## src/rtl/smf_pkg.sv

```systemverilog
// Package: window size, widths, stored entry layout, RAM port bundle and FSM states.
`default_nettype none
package smf_pkg;

  localparam int WINDOW   = 15;
  localparam int SAMPLE_W = 12;
  localparam int CNT_W    = $clog2(WINDOW + 1);
  localparam int IDX_W    = $clog2(WINDOW);
  localparam int RANK     = WINDOW / 2;

  // each slot keeps its sample and its rank counts within the current window
  typedef struct packed {
    logic [SAMPLE_W-1:0] value;
    logic [CNT_W-1:0]    gt;   // entries strictly greater
    logic [CNT_W-1:0]    eq;   // entries equal, itself included
  } entry_t;

  typedef struct packed {
    logic             rd_en;
    logic [IDX_W-1:0] rd_addr;
    logic             wr_en;
    logic [IDX_W-1:0] wr_addr;
    entry_t           wr_data;
  } ram_req_t;

  typedef enum logic [1:0] {
    ST_IDLE,
    ST_SCAN,
    ST_WRITE,
    ST_OUT
  } state_t;

endpackage
`default_nettype wire

```

## src/rtl/smf_sample_if.sv

```systemverilog
// Input channel: one converter sample per word.
`default_nettype none
interface smf_sample_if;
  logic                         valid;
  logic                         ready;
  logic [smf_pkg::SAMPLE_W-1:0] sample;

  modport source (output valid, output sample, input ready);
  modport sink   (input valid, input sample, output ready);
endinterface
`default_nettype wire

```

## src/rtl/smf_filtered_if.sv

```systemverilog
// Output channel: one filtered value per word.
`default_nettype none
interface smf_filtered_if;
  logic                         valid;
  logic                         ready;
  logic [smf_pkg::SAMPLE_W-1:0] filtered;

  modport source (output valid, output filtered, input ready);
  modport sink   (input valid, input filtered, output ready);
endinterface
`default_nettype wire

```

## src/rtl/smf_window_ram.sv

```systemverilog
// Window store: one write and one registered read per cycle.
`default_nettype none
module smf_window_ram (
  input  wire logic              clk,
  input  wire smf_pkg::ram_req_t req,
  output smf_pkg::entry_t        rd_data
);

  smf_pkg::entry_t mem [smf_pkg::WINDOW];

  always_ff @(posedge clk) begin
    if (req.wr_en) begin
      mem[req.wr_addr] <= req.wr_data;
    end
  end

  always_ff @(posedge clk) begin
    if (req.rd_en) begin
      rd_data <= mem[req.rd_addr];
    end
  end

endmodule
`default_nettype wire

```

## src/rtl/sliding_median_filter_top.sv

```systemverilog
// Sliding median filter: circular window in RAM, each slot carrying its rank counts.
// Pacing: one sample at a time; a new one is accepted only back in idle, the pace being set
//   by the scan that reads and rewrites every slot of the window through the RAM.
// Result: registered at the write step after the scan, or in the out step if output is held.
// Reset: synchronous, active high; clears state, fill count, head, read valid and output valid.
// The RAM needs no clearing: a slot is read only after it has been written.
`default_nettype none
module sliding_median_filter_top (
  input  wire logic      clk,
  input  wire logic      rst,
  smf_sample_if.sink     samples,
  smf_filtered_if.source results
);

  localparam int SUM_W = smf_pkg::CNT_W + 1;
  localparam logic [SUM_W-1:0] RANK_S = SUM_W'(smf_pkg::RANK);
  localparam logic [smf_pkg::CNT_W-1:0] FULL_CNT = smf_pkg::CNT_W'(smf_pkg::WINDOW);
  localparam logic [smf_pkg::IDX_W-1:0] LAST_IDX = smf_pkg::IDX_W'(smf_pkg::WINDOW - 1);

  smf_pkg::state_t state, state_next;

  logic [smf_pkg::CNT_W-1:0]    fill;
  logic [smf_pkg::IDX_W-1:0]    head;
  logic [smf_pkg::CNT_W-1:0]    k;
  logic [smf_pkg::SAMPLE_W-1:0] smp;
  logic [smf_pkg::SAMPLE_W-1:0] old;
  logic [smf_pkg::SAMPLE_W-1:0] med;
  logic [smf_pkg::SAMPLE_W-1:0] res;
  logic [smf_pkg::CNT_W-1:0]    new_gt;
  logic [smf_pkg::CNT_W-1:0]    new_eq;
  logic                         rd_v;
  logic                         rd_first;
  logic [smf_pkg::IDX_W-1:0]    rd_addr_q;
  logic                         out_v;
  logic [smf_pkg::SAMPLE_W-1:0] out_data;

  smf_pkg::ram_req_t req;
  smf_pkg::entry_t   rd_data;

  logic                         full;
  logic [smf_pkg::CNT_W-1:0]    n;
  logic                         issue;
  logic [smf_pkg::IDX_W:0]      addr_sum;
  logic [smf_pkg::IDX_W-1:0]    scan_addr;
  logic                         s_gt_e, s_eq_e, o_gt_e, o_eq_e;
  logic [SUM_W-1:0]             upd_gt, upd_eq, rank_top;
  logic                         hit;
  logic                         out_free;
  logic                         accept;
  logic [smf_pkg::IDX_W-1:0]    new_slot;
  logic [smf_pkg::SAMPLE_W-1:0] result;

  smf_window_ram u_ram (
    .clk     (clk),
    .req     (req),
    .rd_data (rd_data)
  );

  assign full     = (fill == FULL_CNT);
  assign n        = full ? FULL_CNT : fill;
  assign addr_sum = {1'b0, head} + {1'b0, k[smf_pkg::IDX_W-1:0]};
  assign scan_addr = (addr_sum >= (smf_pkg::IDX_W+1)'(smf_pkg::WINDOW)) ?
                     smf_pkg::IDX_W'(addr_sum - (smf_pkg::IDX_W+1)'(smf_pkg::WINDOW)) :
                     addr_sum[smf_pkg::IDX_W-1:0];
  assign new_slot = full ? head : fill[smf_pkg::IDX_W-1:0];
  assign result   = full ? med : smp;
  assign out_free = !out_v || results.ready;
  assign accept   = samples.valid && samples.ready;

  // counts of the slot just read, moved to the window after the swap
  assign s_gt_e   = smp > rd_data.value;
  assign s_eq_e   = smp == rd_data.value;
  assign o_gt_e   = full && (old > rd_data.value);
  assign o_eq_e   = full && (old == rd_data.value);
  assign upd_gt   = {1'b0, rd_data.gt} + SUM_W'(s_gt_e) - SUM_W'(o_gt_e);
  assign upd_eq   = {1'b0, rd_data.eq} + SUM_W'(s_eq_e) - SUM_W'(o_eq_e);
  assign rank_top = {1'b0, rd_data.gt} + {1'b0, rd_data.eq};
  assign hit      = full && ({1'b0, rd_data.gt} <= RANK_S) && (RANK_S < rank_top);

  always_ff @(posedge clk) begin
    if (rst) begin
      state <= smf_pkg::ST_IDLE;
    end else begin
      state <= state_next;
    end
  end

  always_comb begin
    state_next    = state;
    samples.ready = 1'b0;
    issue         = 1'b0;
    req.rd_en     = 1'b0;
    req.rd_addr   = scan_addr;
    req.wr_en     = 1'b0;
    req.wr_addr   = rd_addr_q;
    req.wr_data   = '{value: rd_data.value,
                      gt: upd_gt[smf_pkg::CNT_W-1:0],
                      eq: upd_eq[smf_pkg::CNT_W-1:0]};
    case (state)
      smf_pkg::ST_IDLE: begin
        samples.ready = 1'b1;
        if (samples.valid) begin
          state_next = smf_pkg::ST_SCAN;
        end
      end
      smf_pkg::ST_SCAN: begin
        issue     = (k < n);
        req.rd_en = issue;
        // the evicted slot is overwritten later, so it is not written back
        req.wr_en = rd_v && !rd_first;
        if (!issue && !rd_v) begin
          state_next = smf_pkg::ST_WRITE;
        end
      end
      smf_pkg::ST_WRITE: begin
        req.wr_en   = 1'b1;
        req.wr_addr = new_slot;
        req.wr_data = '{value: smp, gt: new_gt, eq: new_eq};
        state_next  = out_free ? smf_pkg::ST_IDLE : smf_pkg::ST_OUT;
      end
      smf_pkg::ST_OUT: begin
        if (out_free) begin
          state_next = smf_pkg::ST_IDLE;
        end
      end
      default: begin
        state_next = smf_pkg::ST_IDLE;
      end
    endcase
  end

  always_ff @(posedge clk) begin
    if (rst) begin
      fill <= '0;
      head <= '0;
      rd_v <= 1'b0;
    end else begin
      rd_v <= issue;
      if (state == smf_pkg::ST_WRITE) begin
        if (full) begin
          head <= (head == LAST_IDX) ? '0 : head + 1'b1;
        end else begin
          fill <= fill + 1'b1;
        end
      end
    end
  end

  always_ff @(posedge clk) begin
    if (accept) begin
      smp    <= samples.sample;
      k      <= '0;
      new_gt <= '0;
      new_eq <= smf_pkg::CNT_W'(1);
    end
    if (issue) begin
      k         <= k + 1'b1;
      rd_addr_q <= scan_addr;
      rd_first  <= full && (k == '0);
    end
    if (rd_v) begin
      if (hit) begin
        med <= rd_data.value;
      end
      if (rd_first) begin
        old <= rd_data.value;
      end else begin
        new_gt <= new_gt + smf_pkg::CNT_W'(rd_data.value > smp);
        new_eq <= new_eq + smf_pkg::CNT_W'(s_eq_e);
      end
    end
    if (state == smf_pkg::ST_WRITE) begin
      res <= result;
    end
  end

  // output register, loaded straight from the write step when free, else from the out step
  always_ff @(posedge clk) begin
    if (rst) begin
      out_v <= 1'b0;
    end else if (state == smf_pkg::ST_WRITE && out_free) begin
      out_v <= 1'b1;
    end else if (state == smf_pkg::ST_OUT && out_free) begin
      out_v <= 1'b1;
    end else if (results.ready) begin
      out_v <= 1'b0;
    end
  end

  always_ff @(posedge clk) begin
    if (state == smf_pkg::ST_WRITE && out_free) begin
      out_data <= result;
    end else if (state == smf_pkg::ST_OUT && out_free) begin
      out_data <= res;
    end
  end

  assign results.valid    = out_v;
  assign results.filtered = out_data;

endmodule
`default_nettype wire
```

## src/flat_wrapper.sv

```systemverilog
// flat-port wrapper written by rule: the top's interface ports become plain ports
module sliding_median_filter_top_flat 
  (clk, rst, samples_valid, samples_sample, samples_ready, results_valid, results_filtered, results_ready);
  smf_sample_if samples_i ();
  smf_filtered_if results_i ();
  input  wire logic clk;
  input  wire logic rst;
  input wire logic [$bits(samples_i.valid)-1:0] samples_valid;
  input wire logic [$bits(samples_i.sample)-1:0] samples_sample;
  output wire logic [$bits(samples_i.ready)-1:0] samples_ready;
  output wire logic [$bits(results_i.valid)-1:0] results_valid;
  output wire logic [$bits(results_i.filtered)-1:0] results_filtered;
  input wire logic [$bits(results_i.ready)-1:0] results_ready;
  assign samples_i.valid = samples_valid;
  assign samples_i.sample = samples_sample;
  assign samples_ready = samples_i.ready;
  assign results_valid = results_i.valid;
  assign results_filtered = results_i.filtered;
  assign results_i.ready = results_ready;
  sliding_median_filter_top u_core (.clk(clk), .rst(rst), .samples(samples_i), .results(results_i));
endmodule
```

## config.mk

```make
export PLATFORM = sky130hd
export DESIGN_NAME = sliding_median_filter_top_flat
export DESIGN_NICKNAME = d
export VERILOG_FILES = /design/src/rtl/smf_pkg.sv /design/src/rtl/smf_sample_if.sv /design/src/rtl/smf_filtered_if.sv /design/src/rtl/smf_window_ram.sv /design/src/rtl/sliding_median_filter_top.sv /design/src/flat_wrapper.sv
export SDC_FILE = /design/constraint.sdc
export NUM_CORES = 1
export LEC_CHECK = 0
export CAP_MARGIN = 30
export CORE_ASPECT_RATIO = 1.5
export CORE_MARGIN = 5
export CORE_UTILIZATION = 45
export CTS_CLUSTER_SIZE = 10
export DETAILED_ROUTE_END_ITERATION = 6
export DONT_BUFFER_PORTS = 1
export PLACE_DENSITY = 0.58
export SYNTH_ARGS = -nofsm -noshare
export SYNTH_HDL_FRONTEND = slang
export SYNTH_HIERARCHICAL = 1
export SYNTH_SLANG_ARGS = --single-unit
```

## constraint.sdc

```tcl
create_clock -name clk -period 7.5 [get_ports clk]
set_input_delay 0.75 -clock clk [delete_from_list [all_inputs] [get_ports clk]]
set_output_delay 0.75 -clock clk [all_outputs]
set_load 0.02 [all_outputs]
```

# After elaboration in Yosys (flattened, before gate mapping)
# Memory sizes are Yosys's and may differ from the RTL's. A register that Yosys moved wholly into a read port is not among the register bits.
# Cells that the tools add are included.
[totals] reg_bits=89 output_inout_bits=14 mem_count=1 ramBits=300
[classes] addsub=12 bitwise=1 mux=29 n_reduce_logical=25 n_eq_ne=10 n_lt_le_gt_ge=7
[memory_table] name="u_core.u_ram.mem" words=15 word_bits=20 rd=1 rd_ports_with_merged_regs=1 write_ports=1 line="smf_window_ram.sv:9" rtl="smf_pkg::entry_t mem [smf_pkg::WINDOW];"
[ops] operator="$mux 4" n=12
[ops] operator="$gt 12x12->1" n=3
[ops] operator="$mux 12" n=3
[ops] operator="$eq 12x12->1" n=2
[ops] operator="$mux 24" n=1
[ops] operator="$add 4x1->4" n=4
[ops] operator="$add 4x1->4 const B" n=3
[ops] operator="$add 4x4->5" n=2
[ops] operator="$logic_and 1x1->1" n=10
[ops] operator="$eq 4x4->1 const B" n=2
[ops] operator="$mux 2" n=4
[ops] operator="$pmux 2 s4" n=1
[ops] operator="$reduce_and 2->1" n=4
[ops] operator="$sub 4x1->4" n=2
[ops] operator="$mux 1" n=7
[ops] operator="$ge 5x4->1 const B" n=1
[ops] operator="$lt 3x5->1 const A" n=1
[ops] operator="$eq 2x2->1 const B" n=2
[ops] operator="$le 4x3->1 const B" n=1
[ops] operator="$logic_not 1->1" n=4
[ops] operator="$logic_not 4->1" n=1
[ops] operator="$lt 4x4->1" n=1
[ops] operator="$ne 2x1->1 const B" n=2
[ops] operator="$reduce_bool 2->1" n=2
[ops] operator="9 further kinds" n=9

# Depth between registers and ports, before layout
[depth] depth_word=7 depth_mapped=13 mapped_depth_nobuf=13

# Cells and area by module
# The synthesis kept the hierarchy.
[by_module_without_submodules] module="smf_window_ram" area_each_um2=12124.1 cells_per_inst=568 seq_area_each_um2=9609.2 instances=1
[by_module_without_submodules] module="sliding_median_filter_top" area_each_um2=4948.5 cells_per_inst=459 seq_area_each_um2=2472.4 instances=1

# Worst setup path after synthesis
# No wires, ideal clock.
[synth_path] path_kind="register to register" start="reg u_core.state[0]" end="mem u_core/u_ram/mem[0][0] (netlist bit) (enable)" setup_slack_ns=3.469 synth_period_minus_slack_ns=4.031 stages_incl_launch_ff=9 n_path_buf=2 arrival_time_ns=3.609 cell_sequence="dfxtp_1 inv_1 ha_1 clkbuf_1 clkbuf_1 a21oi_1 nor2b_1 or3b_2 nor3_1"
[synth_rtl] element="start, declared" line="sliding_median_filter_top.sv:20" rtl="smf_pkg::state_t state, state_next;"
[synth_rtl] element="start signal, assigned" line="sliding_median_filter_top.sv:82" rtl="state <= smf_pkg::ST_IDLE;"
[synth_rtl] element="start signal, assigned" line="sliding_median_filter_top.sv:84" rtl="state <= state_next;"
[synth_rtl] element="end, declared" line="smf_window_ram.sv:9"

==> results.sh <==
export IMPL_setup_tns_ns=0
export IMPL_clk_latency_ns=0.55
export IMPL_yosys_top_cells_area="edfxtp_1 (68%), mux4_2 (6.9%), ha_1 (4.0%)"
export IMPL_dr_pass1_iters=5
export IMPL_fin_nets=1154
export IMPL_ios=30
export IMPL_ys_seq_elements=409
export IMPL_yosysTopAreaCell="edfxtp_1"
export IMPL_power_internal_mw=4.95
export IMPL_worst_path_stages=10
export IMPL_swShare_pct=30.4
export IMPL_min_period_ns=4.75
export IMPL_drv_cap=0
export IMPL_fin_cells=1598
export IMPL_async_reset_ff_share_pct=0
export IMPL_clock_fmax_mhz=210
export IMPL_cts_inserted_buffers=46
export IMPL_path_class="reg2reg"
export IMPL_synth_area_um2=17100
export IMPL_synthCells=1027
export IMPL_outcome="completed"
export IMPL_ys_flop_type="edfxtp_1"
export IMPL_die_width_um=169
export IMPL_row_count=87
export IMPL_syn2layout_area_growth_pct=12.5
export IMPL_grt_max_degree=67
export IMPL_ys_seq_area_share_pct=70.8
export IMPL_routed_via_density=5.62
export IMPL_fin_crit_sh_pct=63.4
export IMPL_yosysWarnings=6
export IMPL_clk_pin_slew_ns=0.06
export IMPL_slowest_stage="mux2_4"
export IMPL_coreArea_um2=37600
export IMPL_start_util_pct=45.5
export IMPL_dp_cells=1520
export IMPL_track_usage_pct=18.1
export IMPL_hold_buffers=0
export IMPL_fp_dieArea_um2=42000
export IMPL_critical_path_arrival_ns=5.04
export IMPL_first_global_vias=9419
export IMPL_startpoint_type="register"
export IMPL_n_antenna_cell=0
export IMPL_drc=0
export IMPL_die_h_um=249
export IMPL_critPathBufInv=2
export IMPL_vias=8977
export IMPL_cpLargestDelayFamily="multiplexers"
export IMPL_worst_r2r_setup_slack_ns=2.75
export IMPL_synth_cell_type_count=65
export IMPL_hold_violations=0
export IMPL_powerDensity_nw_per_um2=370
export IMPL_drive_above_1_share_pct=17.8
export IMPL_p_comb_share_pct=28.2
export IMPL_relSlewSlack_pct=37.0
export IMPL_hp_class="in2reg"
export IMPL_ir_worst_vdd_mv=0.198
export IMPL_cts_tree="built"
export IMPL_worstRegToRegCells=10
export IMPL_place_congestion=0.760
export IMPL_p_leak_nw=6.47
export IMPL_grt_pass1_wl_mm=57.3
export IMPL_synth_top_area_share_pct=68.4
export IMPL_path_cells="ha_1, fa_1, xor2_2, inv_2, o41ai_2, mux2_4, buf_4, mux4_2, a22oi_1, o21ai_0"
export IMPL_whs_path_depth=1
export IMPL_rsz0062_at_grt="no"
export IMPL_fin_skew_ns=0.0120
export IMPL_port_buffers=0
export IMPL_hpwl_mm=22.9
export IMPL_detail_route_wl_per_cell_um=23.7
export IMPL_clkSinkCount=409
export IMPL_cpPeakStageDelay_ns=0.84
export IMPL_synth_nets=1101
export IMPL_synth_enable_flop_cells=389
export IMPL_cp_max_fo=60
export IMPL_cts_root_buffer="clkbuf_16"
export IMPL_ctsLongestPathBuffers=3
export IMPL_grt_overflow=0
export IMPL_cts_resized=0
export IMPL_p_seq_share_pct=43.8
export IMPL_pwr_share_clk_pct=28.0
export IMPL_setup_viol=0
export IMPL_wirelength_mm=37.8
export IMPL_first_iter_violations=767
export IMPL_cp_data_required_time_ns=7.79
export IMPL_end_kind="register"
export IMPL_cts_setup_buffers=0
export IMPL_drv_slew=0
export IMPL_htree_levels=2
export IMPL_syn_area_per_cell_um2=16.6
export IMPL_grt_antenna_before_repair=0
export IMPL_p_sw_mw=2.16
export IMPL_antenna_left=0
export IMPL_worst_slew_pin_slew_ns=0.944
-- registers in the layout (all words and copies together) (netlist names) --
| name | flops |
|---|---|
| u_core/res | 12 |
| u_core/results.filtered | 12 |
| u_core/head | 4 |
| u_core/k | 4 |
| u_core/rd_v | 1 |
| u_core/results.valid | 1 |
| u_core/fill | 4 |
| u_core/rd_first | 1 |
| u_core/u_ram/mem | 300 |
| u_core/med | 12 |
| u_core/new_gt | 4 |
| u_core/new_eq | 4 |
| u_core/rd_addr_q | 4 |
| u_core/u_ram/rd_data | 20 |
| u_core/old | 12 |
| u_core/state | 2 |
| u_core/smp | 12 |
-- cell families after synthesis --
family,share of synthesized area [%]
DFF,70.8
and+or+nand+nor,5.11
AOI/OAI and AO/OA,6.57
muxes,9.99
buffers and inverters,2.63
adders and majority gates,4.38
xor gates and xnor gates,0.557
-- cells in the mapped netlist, types with 4 or more instances --
cell,number
nand2_1,69
buf_4,8
nand2b_1,11
xor2_1,6
a22oi_1,18
dfxtp_1,20
nand4_1,6
clkbuf_1,14
mux2i_1,26
ha_1,55
nor2b_1,10
a31oi_1,15
nor3_1,8
nand3_1,9
a21oi_1,39
inv_1,49
mux2_2,14
nor2_1,48
mux4_2,52
edfxtp_1,389
o21ai_0,52
o22ai_1,4
buf_6,7
mux4_1,4
a211o_1,4
o211ai_1,18
and3_1,5
buf_2,11
a21o_1,6
-- layer usage --
metal | vias up | routed length, µm | GRT usage (%)
li1 | 4123 | - | -
met1 | 4600 | 14200 | 20.5
met2 | 190 | 21200 | 34.6
met3 | 64 | 1330 | 2.75
met4 | 0 | 992 | 5.59
met5 | - | 0 | 0
-- layout by cell type, fill, tap and decap left out, types with 18 or more instances in the layout --
master	netlist	routed
dfxtp_1	20	20
buf_4	8	40
a21oi_1	39	39
clkbuf_1	14	28
ha_1	55	54
mux2i_1	26	26
clkbuf_16	0	47
a22oi_1	18	18
inv_1	49	48
o211ai_1	18	18
mux4_2	52	52
nor2_1	48	35
o21ai_0	52	49
nand2_1	69	69
edfxtp_1	389	389
-- worst paths after layout --
| check | startpoint | endpoint |
|---|---|---|
| max reg2reg | u_core/k[0] | u_core/u_ram/rd_data[16] |
| min | rst | u_core/fill[1] |
| min reg2reg | u_core/new_eq[3] | u_core/new_eq[3] |
| max | u_core/k[0] | u_core/u_ram/rd_data[16] |
-- power groups by stage --
stage | Combinational, mW | Sequential [mW] | Clock [mW]
floorplan | 1.45 | 3.13 | 0
global placement | 1.96 | 3.16 | 0
detailed placement | 2.04 | 3.16 | 0
CTS | 2.04 | 3.11 | 2.05
global route | 2.21 | 3.13 | 2.14
finish | 2.01 | 3.11 | 1.99
-- cell type report --
type                       count  area (µm²)
inverter                      50         188
timing repair buffer          46         380
fill                        3061       18300
multi-input combinational    527        4630
clock buffer                  75        1280
tap                          489         612
sequential                   409       12100
clock inverter                 2        32.5
-- stage by stage --
stage	cell area, µm²	hold slack [ns]	utilization (%)	power (mW)	worst slack (ns)
finish	19200	0.265	51.1	7.11	2.75
floorplan	17100	0.438	-	4.58	3.47
global placement	17800	0.463	47.4	5.12	2.82
detailed placement	17900	0.469	47.6	5.20	2.76
CTS	19200	0.237	51.1	7.21	2.76
global route	19200	0.245	51.1	7.49	2.52
Note: power is estimated with default switching activity, not from simulation.
